===== config.mk =====
export PLATFORM = sky130hd
export DESIGN_NAME = seven_segment_bargraph_serializer_unit_flat
export DESIGN_NICKNAME = d
export VERILOG_FILES = /design/src/design/ssbs_pkg.sv /design/src/design/ssbs_if.sv /design/src/design/ssbs_bcd_conv.sv /design/src/design/ssbs_cell.sv /design/src/design/ssbs_chain.sv /design/src/design/seven_segment_bargraph_serializer_unit.sv /design/src/flat_wrapper.sv
export SDC_FILE = /design/constraint.sdc
export NUM_CORES = 1
export LEC_CHECK = 0
export BUFFER_PORTS_ARGS = -buffer_cell sky130_fd_sc_hd__buf_2
export CAP_MARGIN = 30
export CORE_MARGIN = 2
export CORE_UTILIZATION = 40
export CTS_CLUSTER_SIZE = 16
export DETAILED_ROUTE_END_ITERATION = 10
export PLACE_DENSITY = 0.57
export SETUP_SLACK_MARGIN = 0.4
export SYNTH_ARGS = -nofsm -noshare
export SYNTH_HDL_FRONTEND = slang
export SYNTH_SLANG_ARGS = --single-unit

===== constraint.sdc =====
create_clock -name clk -period 13.6 [get_ports clk]
set_clock_uncertainty 0.15 [all_clocks]
set_input_delay 2.72 -clock clk [delete_from_list [all_inputs] [get_ports clk]]
set_output_delay 2.72 -clock clk [all_outputs]
set_load 0.01 [all_outputs]

===== src/design/ssbs_pkg.sv =====
// Shared types, constants and segment tables for the bargraph serializer.
`timescale 1ns / 1ps
package ssbs_pkg;

  localparam int WORD_BITS = 32;
  localparam int IDX_W     = $clog2(WORD_BITS);
  localparam int VAL_W     = 16;
  localparam int BAR_W     = 4;
  localparam int DIG_W     = 4;

  // Reciprocal multipliers: (x * MUL) >> SHIFT equals x / divisor over the range used.
  // 1000 holds for any 16-bit value, 100 below 1000, 10 below 100.
  localparam int PROD_W        = 2 * VAL_W + 1;
  localparam int DIV1000_MUL   = 67109;
  localparam int DIV1000_SHIFT = 26;
  localparam int DIV100_MUL    = 41;
  localparam int DIV100_SHIFT  = 12;
  localparam int DIV10_MUL     = 103;
  localparam int DIV10_SHIFT   = 10;

  typedef logic [WORD_BITS-1:0] word_t;

  // Decimal digits of value mod 1000 plus the bar level, handed to the word builder.
  typedef struct packed {
    logic             valid;
    logic [DIG_W-1:0] hund;
    logic [DIG_W-1:0] tens;
    logic [DIG_W-1:0] ones;
    logic [BAR_W-1:0] bar;
  } digits_t;

  // Control into the shift row.
  typedef struct packed {
    logic load;
    logic advance;
  } chain_ctrl_t;

  // Status out of the shift row.
  typedef struct packed {
    logic active;
    logic last;
  } chain_stat_t;

  // Outer displays: P C D E - - - - - - - - G F A B
  function automatic logic [15:0] outer_digit(input logic [DIG_W-1:0] d);
    logic [15:0] p;
    case (d)
      4'd0:    p = 16'h7007;
      4'd1:    p = 16'h4001;
      4'd2:    p = 16'h300B;
      4'd3:    p = 16'h600B;
      4'd4:    p = 16'h400D;
      4'd5:    p = 16'h600E;
      4'd6:    p = 16'h700E;
      4'd7:    p = 16'h4003;
      4'd8:    p = 16'h700F;
      4'd9:    p = 16'h600F;
      default: p = 16'h0000;
    endcase
    return p;
  endfunction

  // Middle display: segments in bits 11..4
  function automatic logic [15:0] middle_digit(input logic [DIG_W-1:0] d);
    logic [15:0] p;
    case (d)
      4'd0:    p = 16'h0770;
      4'd1:    p = 16'h0410;
      4'd2:    p = 16'h03B0;
      4'd3:    p = 16'h06B0;
      4'd4:    p = 16'h04D0;
      4'd5:    p = 16'h06E0;
      4'd6:    p = 16'h07E0;
      4'd7:    p = 16'h0430;
      4'd8:    p = 16'h07F0;
      4'd9:    p = 16'h06F0;
      default: p = 16'h0000;
    endcase
    return p;
  endfunction

  // Thermometer pattern; levels above eight light nothing.
  function automatic logic [15:0] bar_pattern(input logic [BAR_W-1:0] lvl);
    logic [15:0] p;
    case (lvl)
      4'd1:    p = 16'h0100;
      4'd2:    p = 16'h0300;
      4'd3:    p = 16'h0700;
      4'd4:    p = 16'h0F00;
      4'd5:    p = 16'h0F80;
      4'd6:    p = 16'h0FC0;
      4'd7:    p = 16'h0FE0;
      4'd8:    p = 16'h0FF0;
      default: p = 16'h0000;
    endcase
    return p;
  endfunction

  function automatic word_t build_word(input digits_t d);
    word_t w;
    w = {outer_digit(d.hund), 16'h0000}
      | {16'h0000, middle_digit(d.tens)}
      | {16'h0000, outer_digit(d.ones)}
      | {bar_pattern(d.bar), 16'h0000};
    return w;
  endfunction

endpackage


===== src/design/ssbs_if.sv =====
// Valid/ready channel interfaces for the input item and the serial result item.
`timescale 1ns / 1ps
interface ssbs_in_if;
  logic                       valid;
  logic                       ready;
  logic [ssbs_pkg::VAL_W-1:0] display_value;
  logic [ssbs_pkg::BAR_W-1:0] bar_level;

  modport source (output valid, display_value, bar_level, input ready);
  modport sink   (input valid, display_value, bar_level, output ready);
endinterface

interface ssbs_out_if;
  logic                       valid;
  logic                       ready;
  logic                       serial_data;
  logic [ssbs_pkg::IDX_W-1:0] bit_index;
  logic                       last;

  modport source (output valid, serial_data, bit_index, last, input ready);
  modport sink   (input valid, serial_data, bit_index, last, output ready);
endinterface


===== src/design/ssbs_bcd_conv.sv =====
// Three-step decimal splitter (value mod 1000 into digits) by reciprocal multiplication.
`timescale 1ns / 1ps
module ssbs_bcd_conv (
  input  logic                       clk,
  input  logic                       rst_n,
  input  logic                       start,
  input  logic [ssbs_pkg::VAL_W-1:0] value,
  input  logic [ssbs_pkg::BAR_W-1:0] bar,
  input  logic                       take,
  output logic                       idle,
  output ssbs_pkg::digits_t          digits
);

  logic                          ph1_r, ph1_nxt;
  logic                          ph2_r, ph2_nxt;
  logic                          ph3_r, ph3_nxt;
  logic                          done_r, done_nxt;
  logic [ssbs_pkg::VAL_W-1:0]    rem_r, rem_nxt;
  logic [ssbs_pkg::DIG_W-1:0]    hund_r, hund_nxt;
  logic [ssbs_pkg::DIG_W-1:0]    tens_r, tens_nxt;
  logic [ssbs_pkg::DIG_W-1:0]    ones_r, ones_nxt;
  logic [ssbs_pkg::BAR_W-1:0]    bar_r, bar_nxt;
  logic [ssbs_pkg::PROD_W-1:0]   prod_k;
  logic [ssbs_pkg::VAL_W-1:0]    thou;
  logic [ssbs_pkg::VAL_W-1:0]    prod_h;
  logic [ssbs_pkg::DIG_W-1:0]    hund;
  logic [ssbs_pkg::VAL_W-1:0]    prod_t;
  logic [ssbs_pkg::DIG_W-1:0]    tens;

  // quotients of the working remainder; each is exact in the phase that uses it
  assign prod_k = ssbs_pkg::PROD_W'(rem_r) * ssbs_pkg::PROD_W'(ssbs_pkg::DIV1000_MUL);
  assign thou   = ssbs_pkg::VAL_W'(prod_k >> ssbs_pkg::DIV1000_SHIFT);
  assign prod_h = rem_r * ssbs_pkg::VAL_W'(ssbs_pkg::DIV100_MUL);
  assign hund   = ssbs_pkg::DIG_W'(prod_h >> ssbs_pkg::DIV100_SHIFT);
  assign prod_t = rem_r * ssbs_pkg::VAL_W'(ssbs_pkg::DIV10_MUL);
  assign tens   = ssbs_pkg::DIG_W'(prod_t >> ssbs_pkg::DIV10_SHIFT);

  // phase flags: strip thousands, then hundreds, then tens and ones
  always_comb begin
    ph1_nxt  = start;
    ph2_nxt  = ph1_r;
    ph3_nxt  = ph2_r;
    done_nxt = ph3_r || (done_r && !take);
  end

  always_comb begin
    rem_nxt  = rem_r;
    hund_nxt = hund_r;
    tens_nxt = tens_r;
    ones_nxt = ones_r;
    bar_nxt  = bar_r;
    if (start) begin
      rem_nxt = value;
      bar_nxt = bar;
    end
    if (ph1_r) begin
      rem_nxt = rem_r - thou * ssbs_pkg::VAL_W'(1000);
    end
    if (ph2_r) begin
      hund_nxt = hund;
      rem_nxt  = rem_r - ssbs_pkg::VAL_W'(hund) * ssbs_pkg::VAL_W'(100);
    end
    if (ph3_r) begin
      tens_nxt = tens;
      ones_nxt = ssbs_pkg::DIG_W'(rem_r - ssbs_pkg::VAL_W'(tens) * ssbs_pkg::VAL_W'(10));
    end
  end

  always_ff @(posedge clk) begin
    if (!rst_n) begin
      ph1_r  <= 1'b0;
      ph2_r  <= 1'b0;
      ph3_r  <= 1'b0;
      done_r <= 1'b0;
    end else begin
      ph1_r  <= ph1_nxt;
      ph2_r  <= ph2_nxt;
      ph3_r  <= ph3_nxt;
      done_r <= done_nxt;
    end
  end

  always_ff @(posedge clk) begin
    rem_r  <= rem_nxt;
    hund_r <= hund_nxt;
    tens_r <= tens_nxt;
    ones_r <= ones_nxt;
    bar_r  <= bar_nxt;
  end

  assign idle         = !ph1_r && !ph2_r && !ph3_r && !done_r;
  assign digits.valid = done_r;
  assign digits.hund  = hund_r;
  assign digits.tens  = tens_r;
  assign digits.ones  = ones_r;
  assign digits.bar   = bar_r;

endmodule


===== src/design/ssbs_cell.sv =====
// One bit cell of the shift row: parallel load or take the neighbor's bit.
`timescale 1ns / 1ps
module ssbs_cell (
  input  logic clk,
  input  logic load,
  input  logic shift,
  input  logic load_bit,
  input  logic neighbor_bit,
  output logic data
);

  logic data_r, data_nxt;

  always_comb begin
    data_nxt = data_r;
    if (load) begin
      data_nxt = load_bit;
    end else if (shift) begin
      data_nxt = neighbor_bit;
    end
  end

  always_ff @(posedge clk) begin
    data_r <= data_nxt;
  end

  assign data = data_r;

endmodule


===== src/design/ssbs_chain.sv =====
// Row of shift cells with the bit position counter; cell 0 drives the serial bit.
`timescale 1ns / 1ps
module ssbs_chain (
  input  logic                         clk,
  input  logic                         rst_n,
  input  ssbs_pkg::chain_ctrl_t        ctrl,
  input  ssbs_pkg::word_t              word,
  output logic                         serial_bit,
  output logic [ssbs_pkg::IDX_W-1:0]   index,
  output ssbs_pkg::chain_stat_t        stat
);

  logic [ssbs_pkg::WORD_BITS-1:0] cell_q;
  logic [ssbs_pkg::WORD_BITS-1:0] cell_in;
  logic                           active_r, active_nxt;
  logic [ssbs_pkg::IDX_W-1:0]     index_r, index_nxt;
  logic                           last;
  logic                           shift;

  assign cell_in = {1'b0, cell_q[ssbs_pkg::WORD_BITS-1:1]};
  assign shift   = ctrl.advance;

  for (genvar g = 0; g < ssbs_pkg::WORD_BITS; g++) begin : g_cell
    ssbs_cell u_cell (
      .clk          (clk),
      .load         (ctrl.load),
      .shift        (shift),
      .load_bit     (word[g]),
      .neighbor_bit (cell_in[g]),
      .data         (cell_q[g])
    );
  end

  assign last = (index_r == ssbs_pkg::IDX_W'(ssbs_pkg::WORD_BITS - 1));

  always_comb begin
    active_nxt = active_r;
    index_nxt  = index_r;
    if (ctrl.load) begin
      active_nxt = 1'b1;
      index_nxt  = '0;
    end else if (ctrl.advance) begin
      index_nxt = index_r + ssbs_pkg::IDX_W'(1);
      if (last) begin
        active_nxt = 1'b0;
      end
    end
  end

  always_ff @(posedge clk) begin
    if (!rst_n) begin
      active_r <= 1'b0;
      index_r  <= '0;
    end else begin
      active_r <= active_nxt;
      index_r  <= index_nxt;
    end
  end

  assign serial_bit  = cell_q[0];
  assign index       = index_r;
  assign stat.active = active_r;
  assign stat.last   = last;

endmodule


===== src/design/seven_segment_bargraph_serializer_unit.sv =====
// Top level: seven-segment and bargraph word builder with serial shift-out.
`timescale 1ns / 1ps
// Each input item (display_value, bar_level) becomes one 32-bit shift-register
// word: hundreds, tens and ones of display_value mod 1000 through the segment
// tables, ORed with the bargraph thermometer (levels above eight light none).
// The word leaves LSB first as 32 result items, one bit per item, with
// bit_index giving the position and last set on bit 31.
// Sustained input rate is set by the serial output: the 32-cell shift row
// moves one bit per cycle while out_if.ready is high. The decimal split is a
// three-step reciprocal-multiply unit (drop thousands, then hundreds, then
// tens and ones); it runs on the next item while the row is still shifting
// the previous word, so words stream out back to back with no gap. From idle,
// the first serial bit appears after the phase steps, done flag and row load.
// One item can wait in the converter while a word shifts; in_if.ready drops
// until the row takes the converted word and rises the cycle after.
module seven_segment_bargraph_serializer_unit (
  input  logic        clk,
  input  logic        rst_n,
  ssbs_in_if.sink     in_if,
  ssbs_out_if.source  out_if
);

  logic                         conv_idle;
  ssbs_pkg::digits_t            digits;
  ssbs_pkg::chain_ctrl_t        ctrl;
  ssbs_pkg::chain_stat_t        stat;
  ssbs_pkg::word_t              word;
  logic                         serial_bit;
  logic [ssbs_pkg::IDX_W-1:0]   index;
  logic                         accept;

  // converter takes a new item only when it holds nothing
  assign in_if.ready = conv_idle;
  assign accept      = in_if.valid && conv_idle;

  ssbs_bcd_conv u_conv (
    .clk    (clk),
    .rst_n  (rst_n),
    .start  (accept),
    .value  (in_if.display_value),
    .bar    (in_if.bar_level),
    .take   (ctrl.load),
    .idle   (conv_idle),
    .digits (digits)
  );

  // segment lookup and OR straight from the converter's registers
  assign word = ssbs_pkg::build_word(digits);

  // row advances on each taken bit; reloads when empty or as bit 31 leaves
  assign ctrl.advance = stat.active && out_if.ready;
  assign ctrl.load    = digits.valid &&
                        (!stat.active || (out_if.ready && stat.last));

  ssbs_chain u_chain (
    .clk        (clk),
    .rst_n      (rst_n),
    .ctrl       (ctrl),
    .word       (word),
    .serial_bit (serial_bit),
    .index      (index),
    .stat       (stat)
  );

  assign out_if.valid       = stat.active;
  assign out_if.serial_data = serial_bit;
  assign out_if.bit_index   = index;
  assign out_if.last        = stat.last;

endmodule


===== src/flat_wrapper.sv =====
// flat-port wrapper written by rule: the top's interface ports become plain ports
module seven_segment_bargraph_serializer_unit_flat 
  (clk, rst_n, in_if_valid, in_if_display_value, in_if_bar_level, in_if_ready, out_if_valid, out_if_serial_data, out_if_bit_index, out_if_last, out_if_ready);
  ssbs_in_if in_if_i ();
  ssbs_out_if out_if_i ();
  input  logic clk;
  input  logic rst_n;
  input wire logic [$bits(in_if_i.valid)-1:0] in_if_valid;
  input wire logic [$bits(in_if_i.display_value)-1:0] in_if_display_value;
  input wire logic [$bits(in_if_i.bar_level)-1:0] in_if_bar_level;
  output wire logic [$bits(in_if_i.ready)-1:0] in_if_ready;
  output wire logic [$bits(out_if_i.valid)-1:0] out_if_valid;
  output wire logic [$bits(out_if_i.serial_data)-1:0] out_if_serial_data;
  output wire logic [$bits(out_if_i.bit_index)-1:0] out_if_bit_index;
  output wire logic [$bits(out_if_i.last)-1:0] out_if_last;
  input wire logic [$bits(out_if_i.ready)-1:0] out_if_ready;
  assign in_if_i.valid = in_if_valid;
  assign in_if_i.display_value = in_if_display_value;
  assign in_if_i.bar_level = in_if_bar_level;
  assign in_if_ready = in_if_i.ready;
  assign out_if_valid = out_if_i.valid;
  assign out_if_serial_data = out_if_i.serial_data;
  assign out_if_bit_index = out_if_i.bit_index;
  assign out_if_last = out_if_i.last;
  assign out_if_i.ready = out_if_ready;
  seven_segment_bargraph_serializer_unit u_core (.clk(clk), .rst_n(rst_n), .in_if(in_if_i), .out_if(out_if_i));
endmodule

==> flow_summary.toml <==
[status]
status = "finished clean"

[global_route]
grt_pass1_vias = 8424
grt_max_degree = 35
grt_usage = 0.171
grt_pass1_wl_um = 42900
antenna_found_initial = 0
grt_overflow = 0

[timing]
worstMarginPinSlew_ps = 866
slew_violations = 0
finalSetupViolCount = 0
slew_headroom = 0.418
min_period_ps = 10780
fmax_ghz = 0.0928
period_share = 0.793
rsz0062_at_grt = "no"
final.setup.worst_slack_ps = 2820
hold_viol_final = 0
fin_tns_setup_ps = 0

[detailed_routing]
dr_wl_met2_um = 11800
vias_per_cell = 4.99
met1_length_um = 12800
wl_met3_um = 636
dr.max_layer_used = "met4"
drt-initial-drc-count = 350
routedWlPerCell_um = 15.7
drt-pass1-iter-count = 4
drt.antenna.violating_nets = 0
routed_wl_um = 25700
post-route-drc-count = 0
dr_total_vias = 8158

[floorplan]
die-area_um2 = 31900
initial_core_util = 0.409
die_h_um = 179
io_pins = 33
die_w_um = 179
core_um2 = 29900
rows = 63

[place]
hpwl_um = 21100
dp_worst_setup_slack_ps = 2860
place_congestion = 0.836
portBuffers = 32

[setup_path]
endpoint_kind = "flop"
criticalPathCategory = "reg2reg"
cp.arrival_ps = 10720
cp_slowest_stage_delay_ps = 830
crit_top_cell = "ha_1"
cp-start-kind = "flop"
crit_family = "adder cells"
slowest_stage = "edfxtp_1"
cp_max_fo = 13
critical_path_required_ps = 13540
worst-path-buf-inv = 6

[synth]
synthArstFlopShare = 0
syn_nets = 1588
synth_edf_count = 63
ys_ff_latch = 102
synth_area_um2 = 12200
ys_warn_count = 0
synth.distinct_cells = 78
synth_area_per_cell_um2 = 10.1
ys_seq_area_frac = 0.219
synth.largest_area_cell = "ha_1"
syn_inst = 1210
synthTopCellsByArea = "ha_1 28%, edfxtp_1 16%, fa_1 14%"
synthFlopType = "edfxtp_1"
synth.top_cell.area_share = 0.276

[final_layout]
diodes = 0
layout_common_cells = "269 x ha_1, 218 x inv_1, 85 x fa_1"
area_growth_pct = 7.54
fin_util = 0.439
fill_cells = 2825
final_common_cell = "ha_1"
fin_nets = 1619
drive_above_1_share = 0.0883
multiInputGateArea_um2 = 8620
register_area_um2 = 2670

[clock_tree]
root_buffer = "clkbuf_16"
clk_pin_slew_ps = 70
clock_path_buffers = 2
cts_resized = 0
numCtsBuffers = 9
cts_tree = "built"
hold_buffers = 0
cts_setup_buffers = 0
cts_sinks = 102
clk_latency_ps = 350
cts.htree.levels = 3

[flow_run]
maxCapViolCount = 0

[worst_hold_path]
hp-class = "reg2reg"
## per-stage QoR
stage	instances	area, um2	hold WS, ps
final	1636	13100	344
after global routing	1636	13100	379
after CTS	1636	13100	344
after detailed placement	1620	12800	334
after global placement	1620	12800	322
after floorplan	1210	12200	346
## routing by layer
| layer | GRT usage | vias up |
|---|---|---|
| li1 | - | 4218 |
| met1 | 0.240 | 3816 |
| met2 | 0.282 | 96 |
| met3 | 0.0168 | 28 |
| met4 | 0.0393 | 0 |
| met5 | 0 | - |
## registers in the layout (all words and copies together) (netlist names)
signal                             count
u_core.u_chain.active_r                1
u_core.u_chain.g_cell.u_cell.data     31
u_core.u_chain.index                   5
u_core.u_conv.bar_r                    4
u_core.u_conv.done_r                   1
u_core.u_conv.hund_r                   4
u_core.u_conv.ones_r                   4
u_core.u_conv.ph1_r                    1
u_core.u_conv.ph2_r                    1
u_core.u_conv.ph3_r                    1
u_core.u_conv.rem_r                   16
u_core.u_conv.tens_r                   4
u_core.word                           29
## tightest hold or removal path: stages (launching register included)
cell and delay, ps:
dfxtp_1 330, nand2_1 60, a21oi_1 60
## logic make-up (layout without fill, tap and decap cells)
group	count (synthesis)	count (layout)	synth area share
compound gates	191	191	0.110
mux	60	60	0.0535
buf+inv	241	277	0.0753
flops	102	102	0.219
xor+xnor	65	65	0.0466
fa+ha+maj	355	355	0.416
simple gates	196	196	0.0791
## area by class of cell
type	instances	area share
repair buffers	40	0.0168
flip-flops and latches	102	0.204
inverters	221	0.0636
multi-input cells	867	0.657
well taps	390	0.0372
clock inverters	5	0.00296
clock buffers	11	0.0193
## cell usage after synthesis (6+ instances only)
cell type,number
ha_1,269
and3_1,9
and2_1,8
a21o_1,26
mux2i_1,27
clkbuf_1,13
xnor2_1,38
o211ai_1,7
nand3_1,19
o21bai_1,7
nand2b_1,11
a21oi_1,44
dfxtp_1,39
nor2b_1,11
a31o_2,6
mux2_2,32
nor2_1,44
a211oi_1,8
xor2_1,27
nand4_1,6
o22ai_1,7
edfxtp_1,63
o21ai_0,29
inv_1,218
fa_1,85
nand2_1,62
## final timing paths
| check | to | from | slack [ps] | depth (start not counted) |
|---|---|---|---|---|
| max reg2reg | u_core.u_conv.rem_r[15] | u_core.u_conv.rem_r[8] | 2820 | 36 |
| min | u_core.u_chain.index[4] | u_core.u_chain.index[4] | 340 | 2 |
| min reg2reg | u_core.u_chain.index[4] | u_core.u_chain.index[4] | 340 | 2 |
| max | u_core.u_conv.rem_r[15] | u_core.u_conv.rem_r[8] | 2820 | 36 |
Power is left out: the tool's default activity adds up to more than one toggle a clock period on the data nets, which glitch-free logic cannot reach.
